===== src/hdl/assert_macros.svh =====
// ----------------------------------------------------------------------------
// Assertion macros
// Shared concurrent assertion forms, clocked on clk_i, off during reset.
// ----------------------------------------------------------------------------
`ifndef ASSERT_MACROS_SVH
`define ASSERT_MACROS_SVH

// Same-cycle implication.
`define SSP_ASSERT_IMPL(name, ante, cons) \
  name: assert property (@(posedge clk_i) disable iff (!rst_ni) (ante) |-> (cons)) \
    else $error("ssp assertion failed");

// Next-cycle implication.
`define SSP_ASSERT_NEXT(name, ante, cons) \
  name: assert property (@(posedge clk_i) disable iff (!rst_ni) (ante) |=> (cons)) \
    else $error("ssp assertion failed");

`endif


===== src/hdl/ssp_pkg.sv =====
// ----------------------------------------------------------------------------
// ssp_pkg
// Types and constants shared by the spread-step PWM level core.
// ----------------------------------------------------------------------------
`default_nettype none

package ssp_pkg;

  localparam int unsigned MAX_STEPS  = 1024;
  localparam int unsigned CNT_W      = 11;           // step_count / effective N
  localparam int unsigned DUTY_W     = 14;
  localparam int unsigned STEP_W     = 10;
  localparam int unsigned HIGH_W     = CNT_W;        // H is 0..N

  localparam int unsigned CFG_IDX_W  = 1;
  localparam int unsigned CFG_DATA_W = DUTY_W;
  localparam logic [CFG_IDX_W-1:0] REG_STEP_COUNT = 1'b0;
  localparam logic [CFG_IDX_W-1:0] REG_DUTY       = 1'b1;

  // H = floor((N * duty + 5000) / 10000), done as >>4 then * ceil(2^30 / 625) >> 30
  localparam int unsigned DUTY_FULL   = 10000;
  localparam int unsigned DUTY_HALF   = DUTY_FULL / 2;
  localparam int unsigned X_W         = CNT_W + DUTY_W;
  localparam int unsigned RECIP_PRE   = 4;
  localparam int unsigned RECIP_DIV   = DUTY_FULL >> RECIP_PRE;
  localparam int unsigned RECIP_SHIFT = 30;
  localparam int unsigned RECIP_M     = ((1 << RECIP_SHIFT) + RECIP_DIV - 1) / RECIP_DIV;
  localparam int unsigned RECIP_W     = 21;
  localparam int unsigned XS_W        = X_W - RECIP_PRE;
  localparam int unsigned RPROD_W     = XS_W + RECIP_W;
  localparam int unsigned HRAW_W      = 12;

  // cycles from a register write until H is valid again
  localparam int unsigned SETTLE_CYC  = 2;
  localparam int unsigned SETTLE_W    = 2;

  // H * s and the remainder pipeline
  localparam int unsigned PROD_W      = 2 * STEP_W;
  localparam int unsigned QUO_W       = STEP_W;
  localparam int unsigned DIV_W       = PROD_W + 1;
  localparam int unsigned LVL_W       = CNT_W + 2;

  // must be a power of two (pointers wrap)
  localparam int unsigned QUEUE_DEPTH = 4;
  localparam int unsigned QPTR_W      = 2;
  localparam int unsigned QCNT_W      = 3;

  typedef enum logic [1:0] {
    CLS_LOW,
    CLS_HIGH,
    CLS_TEST
  } ssp_cls_e;

  typedef struct packed {
    ssp_cls_e          cls;
    logic [PROD_W-1:0] prod;
  } ssp_item_t;

  typedef struct packed {
    logic [CNT_W-1:0]  steps;
    logic [HIGH_W-1:0] high;
    logic              settled;
  } ssp_cfg_t;

endpackage

`default_nettype wire


===== src/hdl/ssp_cfg.sv =====
// ----------------------------------------------------------------------------
// ssp_cfg
// Configuration registers, effective step count and derived high count.
// ----------------------------------------------------------------------------
`default_nettype none
`include "assert_macros.svh"

module ssp_cfg
  import ssp_pkg::*;
(
  input  wire logic                  clk_i,
  input  wire logic                  rst_ni,
  input  wire logic                  cfg_we_i,
  input  wire logic [CFG_IDX_W-1:0]  cfg_idx_i,
  input  wire logic [CFG_DATA_W-1:0] cfg_wdata_i,
  output ssp_cfg_t                   cfg_o
);

  logic [CNT_W-1:0]    step_count_q;
  logic [DUTY_W-1:0]   duty_q;
  logic [SETTLE_W-1:0] settle_q;
  logic [X_W-1:0]      x_q, x_d;
  logic [HIGH_W-1:0]   high_q, high_d;
  logic [CNT_W-1:0]    n_eff;
  logic [RPROD_W-1:0]  recip_prod;
  logic [HRAW_W-1:0]   h_raw;

  always_comb begin
    n_eff = step_count_q;
    if (step_count_q == '0) begin
      n_eff = CNT_W'(1);
    end else if (step_count_q > CNT_W'(MAX_STEPS)) begin
      n_eff = CNT_W'(MAX_STEPS);
    end
  end

  assign x_d        = X_W'(n_eff) * X_W'(duty_q) + X_W'(DUTY_HALF);
  assign recip_prod = RPROD_W'(x_q[X_W-1:RECIP_PRE]) * RPROD_W'(RECIP_M);
  assign h_raw      = recip_prod[RECIP_SHIFT +: HRAW_W];
  // duty above full scale saturates to N
  assign high_d     = (h_raw > HRAW_W'(n_eff)) ? n_eff : h_raw[HIGH_W-1:0];

  always_ff @(posedge clk_i or negedge rst_ni) begin
    if (!rst_ni) begin
      step_count_q <= CNT_W'(1);
      duty_q       <= '0;
      settle_q     <= SETTLE_W'(SETTLE_CYC);
    end else begin
      if (cfg_we_i) begin
        case (cfg_idx_i)
          REG_STEP_COUNT: step_count_q <= cfg_wdata_i[CNT_W-1:0];
          REG_DUTY:       duty_q       <= cfg_wdata_i[DUTY_W-1:0];
          default: ;
        endcase
        settle_q <= SETTLE_W'(SETTLE_CYC);
      end else if (settle_q != '0) begin
        settle_q <= settle_q - 1'b1;
      end
    end
  end

  always_ff @(posedge clk_i) begin
    x_q    <= x_d;
    high_q <= high_d;
  end

  assign cfg_o.steps   = n_eff;
  assign cfg_o.high    = high_q;
  assign cfg_o.settled = (settle_q == '0);

  `SSP_ASSERT_NEXT(a_cfg_resettle, cfg_we_i, !cfg_o.settled)
  `SSP_ASSERT_IMPL(a_cfg_high_le_n, cfg_o.settled, cfg_o.high <= cfg_o.steps)

endmodule

`default_nettype wire


===== src/hdl/ssp_front.sv =====
// ----------------------------------------------------------------------------
// ssp_front
// Accepts step indexes, sorts them into low / high / test, forms H * s.
// ----------------------------------------------------------------------------
`default_nettype none
`include "assert_macros.svh"

module ssp_front
  import ssp_pkg::*;
(
  input  wire logic              clk_i,
  input  wire logic              rst_ni,
  input  wire logic              in_valid_i,
  output logic                   in_stall_o,
  input  wire logic [STEP_W-1:0] step_index_i,
  input  wire ssp_cfg_t          cfg_i,
  output logic                   push_o,
  output ssp_item_t              push_item_o,
  input  wire logic              q_full_i
);

  logic              f_vld_q;
  ssp_cls_e          f_cls_q, f_cls_d;
  logic [PROD_W-1:0] f_prod_q, f_prod_d;
  logic [CNT_W-1:0]  s_ext;
  logic              accept;

  assign s_ext      = CNT_W'(step_index_i);
  assign push_o     = f_vld_q && !q_full_i;
  assign in_stall_o = !(cfg_i.settled && (!f_vld_q || !q_full_i));
  assign accept     = in_valid_i && !in_stall_o;

  always_comb begin
    f_prod_d = '0;
    if (s_ext >= cfg_i.steps || cfg_i.high == '0) begin
      f_cls_d = CLS_LOW;
    end else if (cfg_i.high >= cfg_i.steps) begin
      f_cls_d = CLS_HIGH;
    end else begin
      // here H < N <= MAX_STEPS, so H fits the step index width
      f_cls_d  = CLS_TEST;
      f_prod_d = PROD_W'(cfg_i.high[STEP_W-1:0]) * PROD_W'(step_index_i);
    end
  end

  always_ff @(posedge clk_i or negedge rst_ni) begin
    if (!rst_ni) begin
      f_vld_q <= 1'b0;
    end else if (accept) begin
      f_vld_q <= 1'b1;
    end else if (push_o) begin
      f_vld_q <= 1'b0;
    end
  end

  always_ff @(posedge clk_i) begin
    if (accept) begin
      f_cls_q  <= f_cls_d;
      f_prod_q <= f_prod_d;
    end
  end

  assign push_item_o.cls  = f_cls_q;
  assign push_item_o.prod = f_prod_q;

  `SSP_ASSERT_NEXT(a_front_out_of_range, accept && (s_ext >= cfg_i.steps), f_cls_q == CLS_LOW)

endmodule

`default_nettype wire


===== src/hdl/ssp_queue.sv =====
// ----------------------------------------------------------------------------
// ssp_queue
// Small FIFO between the classifier and the remainder pipeline.
// ----------------------------------------------------------------------------
`default_nettype none
`include "assert_macros.svh"

module ssp_queue
  import ssp_pkg::*;
(
  input  wire logic      clk_i,
  input  wire logic      rst_ni,
  input  wire logic      push_i,
  input  wire ssp_item_t push_item_i,
  input  wire logic      pop_i,
  output ssp_item_t      pop_item_o,
  output logic           full_o,
  output logic           empty_o
);

  ssp_item_t          mem_q [QUEUE_DEPTH];
  logic [QPTR_W-1:0]  wr_ptr_q, rd_ptr_q;
  logic [QCNT_W-1:0]  cnt_q, cnt_d;

  assign full_o     = (cnt_q == QCNT_W'(QUEUE_DEPTH));
  assign empty_o    = (cnt_q == '0);
  assign pop_item_o = mem_q[rd_ptr_q];

  always_comb begin
    case ({push_i, pop_i})
      2'b10:   cnt_d = cnt_q + 1'b1;
      2'b01:   cnt_d = cnt_q - 1'b1;
      default: cnt_d = cnt_q;
    endcase
  end

  always_ff @(posedge clk_i or negedge rst_ni) begin
    if (!rst_ni) begin
      wr_ptr_q <= '0;
      rd_ptr_q <= '0;
      cnt_q    <= '0;
    end else begin
      if (push_i) begin
        wr_ptr_q <= wr_ptr_q + 1'b1;
      end
      if (pop_i) begin
        rd_ptr_q <= rd_ptr_q + 1'b1;
      end
      cnt_q <= cnt_d;
    end
  end

  always_ff @(posedge clk_i) begin
    if (push_i) begin
      mem_q[wr_ptr_q] <= push_item_i;
    end
  end

  `SSP_ASSERT_IMPL(a_queue_no_underflow, pop_i, !empty_o)
  `SSP_ASSERT_IMPL(a_queue_no_overflow, push_i && !pop_i, !full_o)

endmodule

`default_nettype wire


===== src/hdl/ssp_back.sv =====
// ----------------------------------------------------------------------------
// ssp_back
// Restoring remainder pipeline (H*s mod N) and the registered level output.
// ----------------------------------------------------------------------------
`default_nettype none
`include "assert_macros.svh"

module ssp_back
  import ssp_pkg::*;
(
  input  wire logic      clk_i,
  input  wire logic      rst_ni,
  input  wire ssp_cfg_t  cfg_i,
  output logic           pop_o,
  input  wire ssp_item_t pop_item_i,
  input  wire logic      empty_i,
  output logic           out_valid_o,
  input  wire logic      out_stall_i,
  output logic           pin_level_o
);

  logic [QUO_W:0]    vld_q;
  ssp_cls_e          cls_q [QUO_W+1];
  logic [PROD_W-1:0] rem_q [QUO_W+1];
  logic [PROD_W-1:0] rem_nx [QUO_W];
  logic              out_vld_q;
  logic              pin_q, pin_d;
  logic              adv;
  logic [LVL_W-1:0]  r2, h_ext, n2;

  // whole pipe moves together unless the output is held
  assign adv   = !out_vld_q || !out_stall_i;
  assign pop_o = adv && !empty_i;

  // one quotient bit per stage, MSB first; H*s < N * 2^QUO_W holds for test items
  for (genvar j = 0; j < QUO_W; j++) begin : g_stage
    logic [DIV_W-1:0] div_sh;
    assign div_sh    = DIV_W'(cfg_i.steps) << (QUO_W - 1 - j);
    assign rem_nx[j] = (DIV_W'(rem_q[j]) >= div_sh) ?
                       rem_q[j] - div_sh[PROD_W-1:0] : rem_q[j];
  end

  // with r = H*s mod N: high iff 2r <= H or 2r + H > 2N
  assign r2    = LVL_W'({rem_q[QUO_W][CNT_W-1:0], 1'b0});
  assign h_ext = LVL_W'(cfg_i.high);
  assign n2    = LVL_W'({cfg_i.steps, 1'b0});

  always_comb begin
    case (cls_q[QUO_W])
      CLS_LOW:  pin_d = 1'b0;
      CLS_HIGH: pin_d = 1'b1;
      CLS_TEST: pin_d = (r2 <= h_ext) || ((r2 + h_ext) > n2);
      default:  pin_d = 1'b0;
    endcase
  end

  always_ff @(posedge clk_i or negedge rst_ni) begin
    if (!rst_ni) begin
      vld_q     <= '0;
      out_vld_q <= 1'b0;
    end else if (adv) begin
      vld_q     <= {vld_q[QUO_W-1:0], pop_o};
      out_vld_q <= vld_q[QUO_W];
    end
  end

  always_ff @(posedge clk_i) begin
    if (adv) begin
      cls_q[0] <= pop_item_i.cls;
      rem_q[0] <= pop_item_i.prod;
      for (int j = 0; j < QUO_W; j++) begin
        cls_q[j+1] <= cls_q[j];
        rem_q[j+1] <= rem_nx[j];
      end
      pin_q <= pin_d;
    end
  end

  assign out_valid_o = out_vld_q;
  assign pin_level_o = pin_q;

  `SSP_ASSERT_IMPL(a_back_rem_below_n, vld_q[QUO_W] && (cls_q[QUO_W] == CLS_TEST),
                   rem_q[QUO_W] < PROD_W'(cfg_i.steps))

endmodule

`default_nettype wire


===== src/hdl/spread_step_pwm_level_core.sv =====
// ----------------------------------------------------------------------------
// spread_step_pwm_level_core
// Spread-step PWM level: decides per step index whether the pin is driven high,
// spreading H = round(N * duty) high steps evenly over a cycle of N steps.
//
// Config port: cfg_we_i writes cfg_wdata_i to register cfg_idx_i
// (0 = step count, 1 = duty in 0.01 %). Write only while no item is in flight.
// Each write holds in_stall_o high while the high count settles.
// Input: step_index_i taken when in_valid_i && !in_stall_o.
// Output: one pin_level_o per item, in order, taken when out_valid_o &&
// !out_stall_i. An accepted item passes the classifier, the queue, the 10-stage
// remainder pipeline and the output register on its way to out_valid_o.
// Throughput is one item per cycle while in_stall_o is low; the remainder
// pipeline takes a new item every cycle it is not held.
// While the receiver stalls, the output and the pipeline hold; the 4-entry
// queue keeps taking items until it fills, then in_stall_o rises.
// Reset: registers return to step count 1, duty 0; pipeline and queue empty;
// input stalled after reset release until the high count settles.
// ----------------------------------------------------------------------------
`default_nettype none

module spread_step_pwm_level_core
  import ssp_pkg::*;
(
  input  wire logic                  clk_i,
  input  wire logic                  rst_ni,
  input  wire logic                  cfg_we_i,
  input  wire logic [CFG_IDX_W-1:0]  cfg_idx_i,
  input  wire logic [CFG_DATA_W-1:0] cfg_wdata_i,
  input  wire logic                  in_valid_i,
  output logic                       in_stall_o,
  input  wire logic [STEP_W-1:0]     step_index_i,
  output logic                       out_valid_o,
  input  wire logic                  out_stall_i,
  output logic                       pin_level_o
);

  ssp_cfg_t  cfg;
  ssp_item_t push_item, pop_item;
  logic      push, pop, q_full, q_empty;

  ssp_cfg u_cfg (
    .clk_i       (clk_i),
    .rst_ni      (rst_ni),
    .cfg_we_i    (cfg_we_i),
    .cfg_idx_i   (cfg_idx_i),
    .cfg_wdata_i (cfg_wdata_i),
    .cfg_o       (cfg)
  );

  ssp_front u_front (
    .clk_i        (clk_i),
    .rst_ni       (rst_ni),
    .in_valid_i   (in_valid_i),
    .in_stall_o   (in_stall_o),
    .step_index_i (step_index_i),
    .cfg_i        (cfg),
    .push_o       (push),
    .push_item_o  (push_item),
    .q_full_i     (q_full)
  );

  ssp_queue u_queue (
    .clk_i       (clk_i),
    .rst_ni      (rst_ni),
    .push_i      (push),
    .push_item_i (push_item),
    .pop_i       (pop),
    .pop_item_o  (pop_item),
    .full_o      (q_full),
    .empty_o     (q_empty)
  );

  ssp_back u_back (
    .clk_i       (clk_i),
    .rst_ni      (rst_ni),
    .cfg_i       (cfg),
    .pop_o       (pop),
    .pop_item_i  (pop_item),
    .empty_i     (q_empty),
    .out_valid_o (out_valid_o),
    .out_stall_i (out_stall_i),
    .pin_level_o (pin_level_o)
  );

endmodule

`default_nettype wire

===== config.mk =====
export PLATFORM = sky130hd
export DESIGN_NAME = spread_step_pwm_level_core
export DESIGN_NICKNAME = d
export VERILOG_FILES = /design/src/hdl/ssp_pkg.sv /design/src/hdl/ssp_cfg.sv /design/src/hdl/ssp_front.sv /design/src/hdl/ssp_queue.sv /design/src/hdl/ssp_back.sv /design/src/hdl/spread_step_pwm_level_core.sv
export VERILOG_INCLUDE_DIRS = /design/src /design/src/hdl
export SDC_FILE = /design/constraint.sdc
export NUM_CORES = 2
export LEC_CHECK = 0
export ABC_CLOCK_PERIOD_IN_PS = 10300
export BUFFER_PORTS_ARGS = -buffer_cell sky130_fd_sc_hd__buf_2
export CAP_MARGIN = 20
export CORE_MARGIN = 2
export CORE_UTILIZATION = 45
export DETAILED_ROUTE_END_ITERATION = 6
export GPL_TIMING_DRIVEN = 0
export PLACE_DENSITY = 0.59
export SLEW_MARGIN = 20
export SYNTH_ARGS = -nofsm -noshare
export SYNTH_HDL_FRONTEND = slang
export SYNTH_HIERARCHICAL = 1
export SYNTH_SLANG_ARGS = --single-unit

===== constraint.sdc =====
create_clock -name clk_i -period 10.3 [get_ports clk_i]
set_clock_uncertainty 0.1 [all_clocks]
set_input_delay 0 -clock clk_i [delete_from_list [all_inputs] [get_ports clk_i]]
set_output_delay 0 -clock clk_i [all_outputs]
set_load 0.02 [all_outputs]

# Word-level counts from Yosys, hierarchy flattened
# Memory sizes are Yosys's and may differ from the RTL's.
# Index checks and enable logic that the tools add are counted.
# W data, S select, Z words.
# totals
register_bits,106
ramBits,330
in_bits,30
output_inout_bits,3
elab_cells,108
mem_count,3
# op_classes
add_sub_neg,17
mul,3
order_cmp,16
eq_ne,5
mux,24
bitwise,1
reduce_logical,25
# mem_list
memory,words,word_bits,rd,rd_ports_with_merged_regs,write_ports,line_no,source
u_back.rem_q,11,20,11,0,11,ssp_back.sv:24,logic [PROD_W-1:0] rem_q [QUO_W+1];
u_queue.mem_q,4,22,1,0,1,ssp_queue.sv:21,ssp_item_t mem_q [QUEUE_DEPTH];
u_back.cls_q,11,2,11,0,11,ssp_back.sv:23,ssp_cls_e cls_q [QUO_W+1];
# ops
operator,n
$mux W20,10
$mul A21 B21 Y42 const B,1
$mux W11,3
$add A25 B13 Y25 const B,1
$mul A11 B14 Y25,1
$logic_not A11 Y1,2
$ge A20 B11 Y1,1
$ge A20 B12 Y1,1
$ge A20 B13 Y1,1
$ge A20 B14 Y1,1
$ge A20 B15 Y1,1
$ge A20 B16 Y1,1
$ge A20 B17 Y1,1
$ge A20 B18 Y1,1
$ge A20 B19 Y1,1
$ge A20 B20 Y1,1
$mul A10 B10 Y20,1
$sub A20 B11 Y20,1
$sub A20 B12 Y20,1
$sub A20 B13 Y20,1
$sub A20 B14 Y20,1
$sub A20 B15 Y20,1
$sub A20 B16 Y20,1
$sub A20 B17 Y20,1
other kinds (30),55

# Depth between registers and ports, before layout
# logic_depth
word_depth,6
mapped_depth,32
depth_no_buf,31

# Hierarchy
# Netlist, hierarchy kept.
# by_module_without_submodules
mod,n_inst,cells_per_inst,area_each_um2,seq_area_each_um2
ssp_back,1,1434,15999.1,7327.0
ssp_cfg,1,1529,14677.8,1318.8
ssp_front,1,531,4810.9,685.7
ssp_queue,1,152,3608.5,2817.7

# Least setup slack after synthesis
# OpenSTA, ideal clock, no wires.
# synth_path
kind,reg-to-reg
from,register u_back.out_vld_q (netlist: u_back/out_valid_o)
to,register u_back.vld_q[1]
setup_ps,101
t_arrival_ps,8179
t_required_ps,10099
path_slack_ps,1920
stages_incl_launch_ff,4
path_buffers,1
period_less_slack_ps,8380
path_cell_list,dfrtp_1 > nand2_1 > clkbuf_1 > mux2_2
# synth_between
elab_chain_cells,2
# synth_lines
item,line_no,source
start: declaration,ssp_back.sv:26,logic out_vld_q;
start signal: assignment,ssp_back.sv:63,out_vld_q <= vld_q[QUO_W];
$logic_not A1 Y1,ssp_back.sv:32,assign adv = !out_vld_q || !out_stall_i;
$logic_or A1 B1 Y1,ssp_back.sv:32,
end signal: assignment,ssp_back.sv:62,"vld_q <= {vld_q[QUO_W-1:0], pop_o};"
end: declaration,ssp_back.sv:22,logic [QUO_W:0] vld_q;
# Every way passes these cells.
# A chain may end at the register's enable or synchronous reset.

# Final worst setup path
# layout_path
from,register u_cfg.x_q[13]
to,register u_cfg.high_q[4]
# layout_between
elab_chain_cells,3
# layout_lines
item,line_no,source
start: declaration,ssp_cfg.sv:22,"logic [X_W-1:0] x_q, x_d;"
start signal: assignment,ssp_cfg.sv:63,x_q <= x_d;
$mul A21 B21 Y42 *,ssp_cfg.sv:38,assign recip_prod = RPROD_W'(x_q[X_W-1:RECIP_PRE]) * RPROD_W'(RECIP_M);
$gt A12 B11 Y1,ssp_cfg.sv:41,assign high_d = (h_raw > HRAW_W'(n_eff)) ? n_eff : h_raw[HIGH_W-1:0];
$mux W11 *,ssp_cfg.sv:41,
net u_cfg.high_d[4],ssp_cfg.sv:23,"logic [HIGH_W-1:0] high_q, high_d;"
end signal: assignment,ssp_cfg.sv:64,high_q <= high_d;
end: declaration,ssp_cfg.sv:23,
# The timed path passes the listed nets; every way through them passes the cells marked *.

==> impl_metrics.json <==
{
  "status": "completed",
  "r2r_slack_ns": 1.41,
  "drv_slew": 0,
  "area_delta_synth_final_pct": 9.53,
  "drive_gt1_frac": 0.0824,
  "dpl-instance-area_um2": 40900,
  "syn_inst": 3646,
  "yosysTopAreaCell": "edfxtp_1",
  "synth.distinct_cells": 97,
  "ioPinCount": 33,
  "met1Wirelength_um": 43100,
  "tightest_slew_ns": 1.01,
  "grt_pass1_vias": 26800,
  "h-tree-depth": 2,
  "synth_ff_type": "edfxtp_1",
  "syn_avg_cell_area_um2": 10.7,
  "min_path_cells": 3,
  "num_rows": 108,
  "crit_buf_inv": 6,
  "synth_seq_cells": 423,
  "fp.dieW_um": 299,
  "whs_ns": 0.0445,
  "grt_pass1_wl_um": 146000,
  "cpPeakStageDelay_ns": 0.57,
  "ys_top_cells_by_area": "edfxtp_1 26%, fa_1 17%, ha_1 16%, inv_1 5.5%, dfrtp_1 2.9%",
  "first_pass_iters": 5,
  "route.met3.wl_um": 4010,
  "antenna_left": 0,
  "max_freq_mhz": 113,
  "synth_compound_area_frac": 0.0959,
  "clockBufferDepth": 3,
  "diodes": 0,
  "synth_top_area_share": 0.264,
  "cts.clk_slew.worst_paths_ns": 0.06,
  "floorplan.die_area_um2": 89300,
  "mappedNetlistArea_um2": 39100,
  "hold_class": "input pin to flip-flop",
  "worstSetupEndpointType": "flip-flop",
  "startpoint_type": "flip-flop",
  "routed.top_layer": "met4",
  "min_to": "u_cfg/settle_q[0]",
  "rsz0062_at_grt": "no",
  "r2r_cells": 30,
  "vias_per_cell": 5.41,
  "crit_fanout": 10,
  "dp_hpwl_um": 69800,
  "nets": 4621,
  "max_slew_margin": 0.329,
  "drtIter0Drc": 1513,
  "cp.arrival_ns": 9.26,
  "synth_nets": 4509,
  "io_buffers": 31,
  "synthMuxAreaShare": 0.0457,
  "cp.depth": 30,
  "nFillCells": 7960,
  "crit_path_frequent_cell": "fa_1",
  "drv_cap": 0,
  "clock_latency_ns": 0.61,
  "ys_seq_area_frac": 0.311,
  "finalSetupViolCount": 0,
  "critPathKind": "flip-flop to flip-flop",
  "wl_um": 90700,
  "synthAdderAreaFrac": 0.331,
  "clockRootBuffer": "clkbuf_16",
  "drc": 0,
  "die_y_um": 299,
  "clock-sinks": 423,
  "initial_core_util": 0.452,
  "rr_endpoint": "u_cfg/high_q[4]",
  "antenna_found_initial": 0,
  "synth_edf_count": 344,
  "dr_total_vias": 26800,
  "dr_wl_met2_um": 41900,
  "wire_per_inst_um": 18.3,
  "coreArea_um2": 86500,
  "synth_commonest_cells": "574 x inv_1, 495 x ha_1, 344 x edfxtp_1",
  "grt_max_degree": 57,
  "synth_top_family_by_area": "adder cells",
  "post_cts_buffers": 0,
  "final_cell_area_um2": 42800,
  "r2r-start": "u_cfg/x_q[13]",
  "grt_overflow": 0,
  "cp.required_ns": 10.68,
  "synth-xor-area-share": 0.0352,
  "cts_tree": "yes",
  "async_flop_share": 0.111,
  "place_congestion": 0.906,
  "fin_crit_sh": 0.863,
  "synth_most_common_cell": "inv_1",
  "crit_slowest_cell": "fa_1",
  "finalHoldViolCount": 0,
  "grt_util_all_layers": 0.206,
  "synthSimpleGateAreaFrac": 0.116,
  "ys.warnings.count": 6,
  "cp_top_family": "adder cells",
  "cts_buffers": 49,
  "min_from": "cfg_we_i",
  "finalCriticalPeriod_ns": 8.89
}
cell type report:
| type | count | area [um2] | share of cell area |
|---|---|---|---|
| clock buffers | 68 | 1390 | 0.0323 |
| multi-input cells | 2564 | 24400 | 0.571 |
| plain buffers | 85 | 384 | 0.00897 |
| repair buffers | 61 | 568 | 0.0133 |
| well taps | 1155 | 1450 | 0.0337 |
| flip-flops and latches | 423 | 12100 | 0.284 |
| clock inverters | 24 | 295 | 0.00690 |
| inverters | 574 | 2150 | 0.0503 |
logic make-up after synthesis:
logic type / after synthesis
simple gates: 882
fa+ha+maj: 833
buf+inv: 659
compound gates: 556
flops: 423
xor+xnor: 157
mux: 136
sequential cells by signal, summed over array words and instances, names as in the netlist:
register	flops
u_front/f_vld_q	1
u_queue/mem_q	88
u_front/f_prod_q	20
u_back/cls_q	22
u_cfg/x_q	21
u_back/out_valid_o	1
u_back/rem_q	211
u_queue/wr_ptr_q	2
u_cfg/step_count_q	11
u_front/f_cls_q	2
u_cfg/high_q	11
u_back/vld_q	11
u_back/pin_level_o	1
u_queue/rd_ptr_q	2
u_cfg/settle_q	2
u_cfg/duty_q	14
u_queue/cnt_q	3
placed cells by master, fill, tap and decap left out, drive strengths merged, types with 57 or more instances in the layout:
master and n:
inv 578, ha 495, edfxtp 344, fa 338, nand2 266, a21oi 148
nor2 135, clkbuf 135, and2 117, o21ai 107, mux2 102, xnor2 99
nand3 59, xor2 58, buf 57
layer usage:
layer,global-route usage,vias to the layer above
met5,0,-
met4,0.0440,0
met3,0.0254,104
met2,0.334,577
met1,0.296,13300
li1,-,12800
worst max path at each step:
stage / end / slack, ns / start
final: u_cfg/high_q[4] / 1.41 / u_cfg/x_q[13]
after global routing: u_cfg/high_q[4] / 0.95 / u_cfg/x_q[13]
after CTS: u_cfg/high_q[4] / 1.43 / u_cfg/x_q[13]
after detailed placement: u_cfg/high_q[4] / 1.47 / u_cfg/x_q[13]
after global placement: u_back/vld_q[2] / -1.03 / u_back/out_valid_o
after floorplan: u_back/vld_q[1] / 1.92 / u_back/out_valid_o
worst register-to-register path: cells and delay by family (launching register included):
kind / cells / cell delay (ns)
fa+ha+maj: 8 / 3.65
compound gates: 10 / 2.36
buf+inv: 6 / 0.79
simple gates: 3 / 0.64
xor+xnor: 2 / 0.49
flops: 1 / 0.42
mux: 1 / 0.32
per-stage QoR:
step	TNS (ns)	util	setup WS [ns]	instances
final	0	0.495	1.41	4954
after global routing	0	0.495	0.945	4954
after floorplan	0	-	1.92	3646
after detailed placement	0	0.473	1.47	4839
after CTS	0	0.495	1.43	4954
after global placement	-121.42	0.471	-1.03	4832
what timing repair did:
item / CTS / global route
gates resized for setup: 0 / 0
setup endpoints to repair: 0 / 0
hold buffers: 23 / 0
hold endpoints to repair: 88 / 0
Power is left out: the tool's default activity adds up to more than one toggle a clock period on the data nets, which glitch-free logic cannot reach.
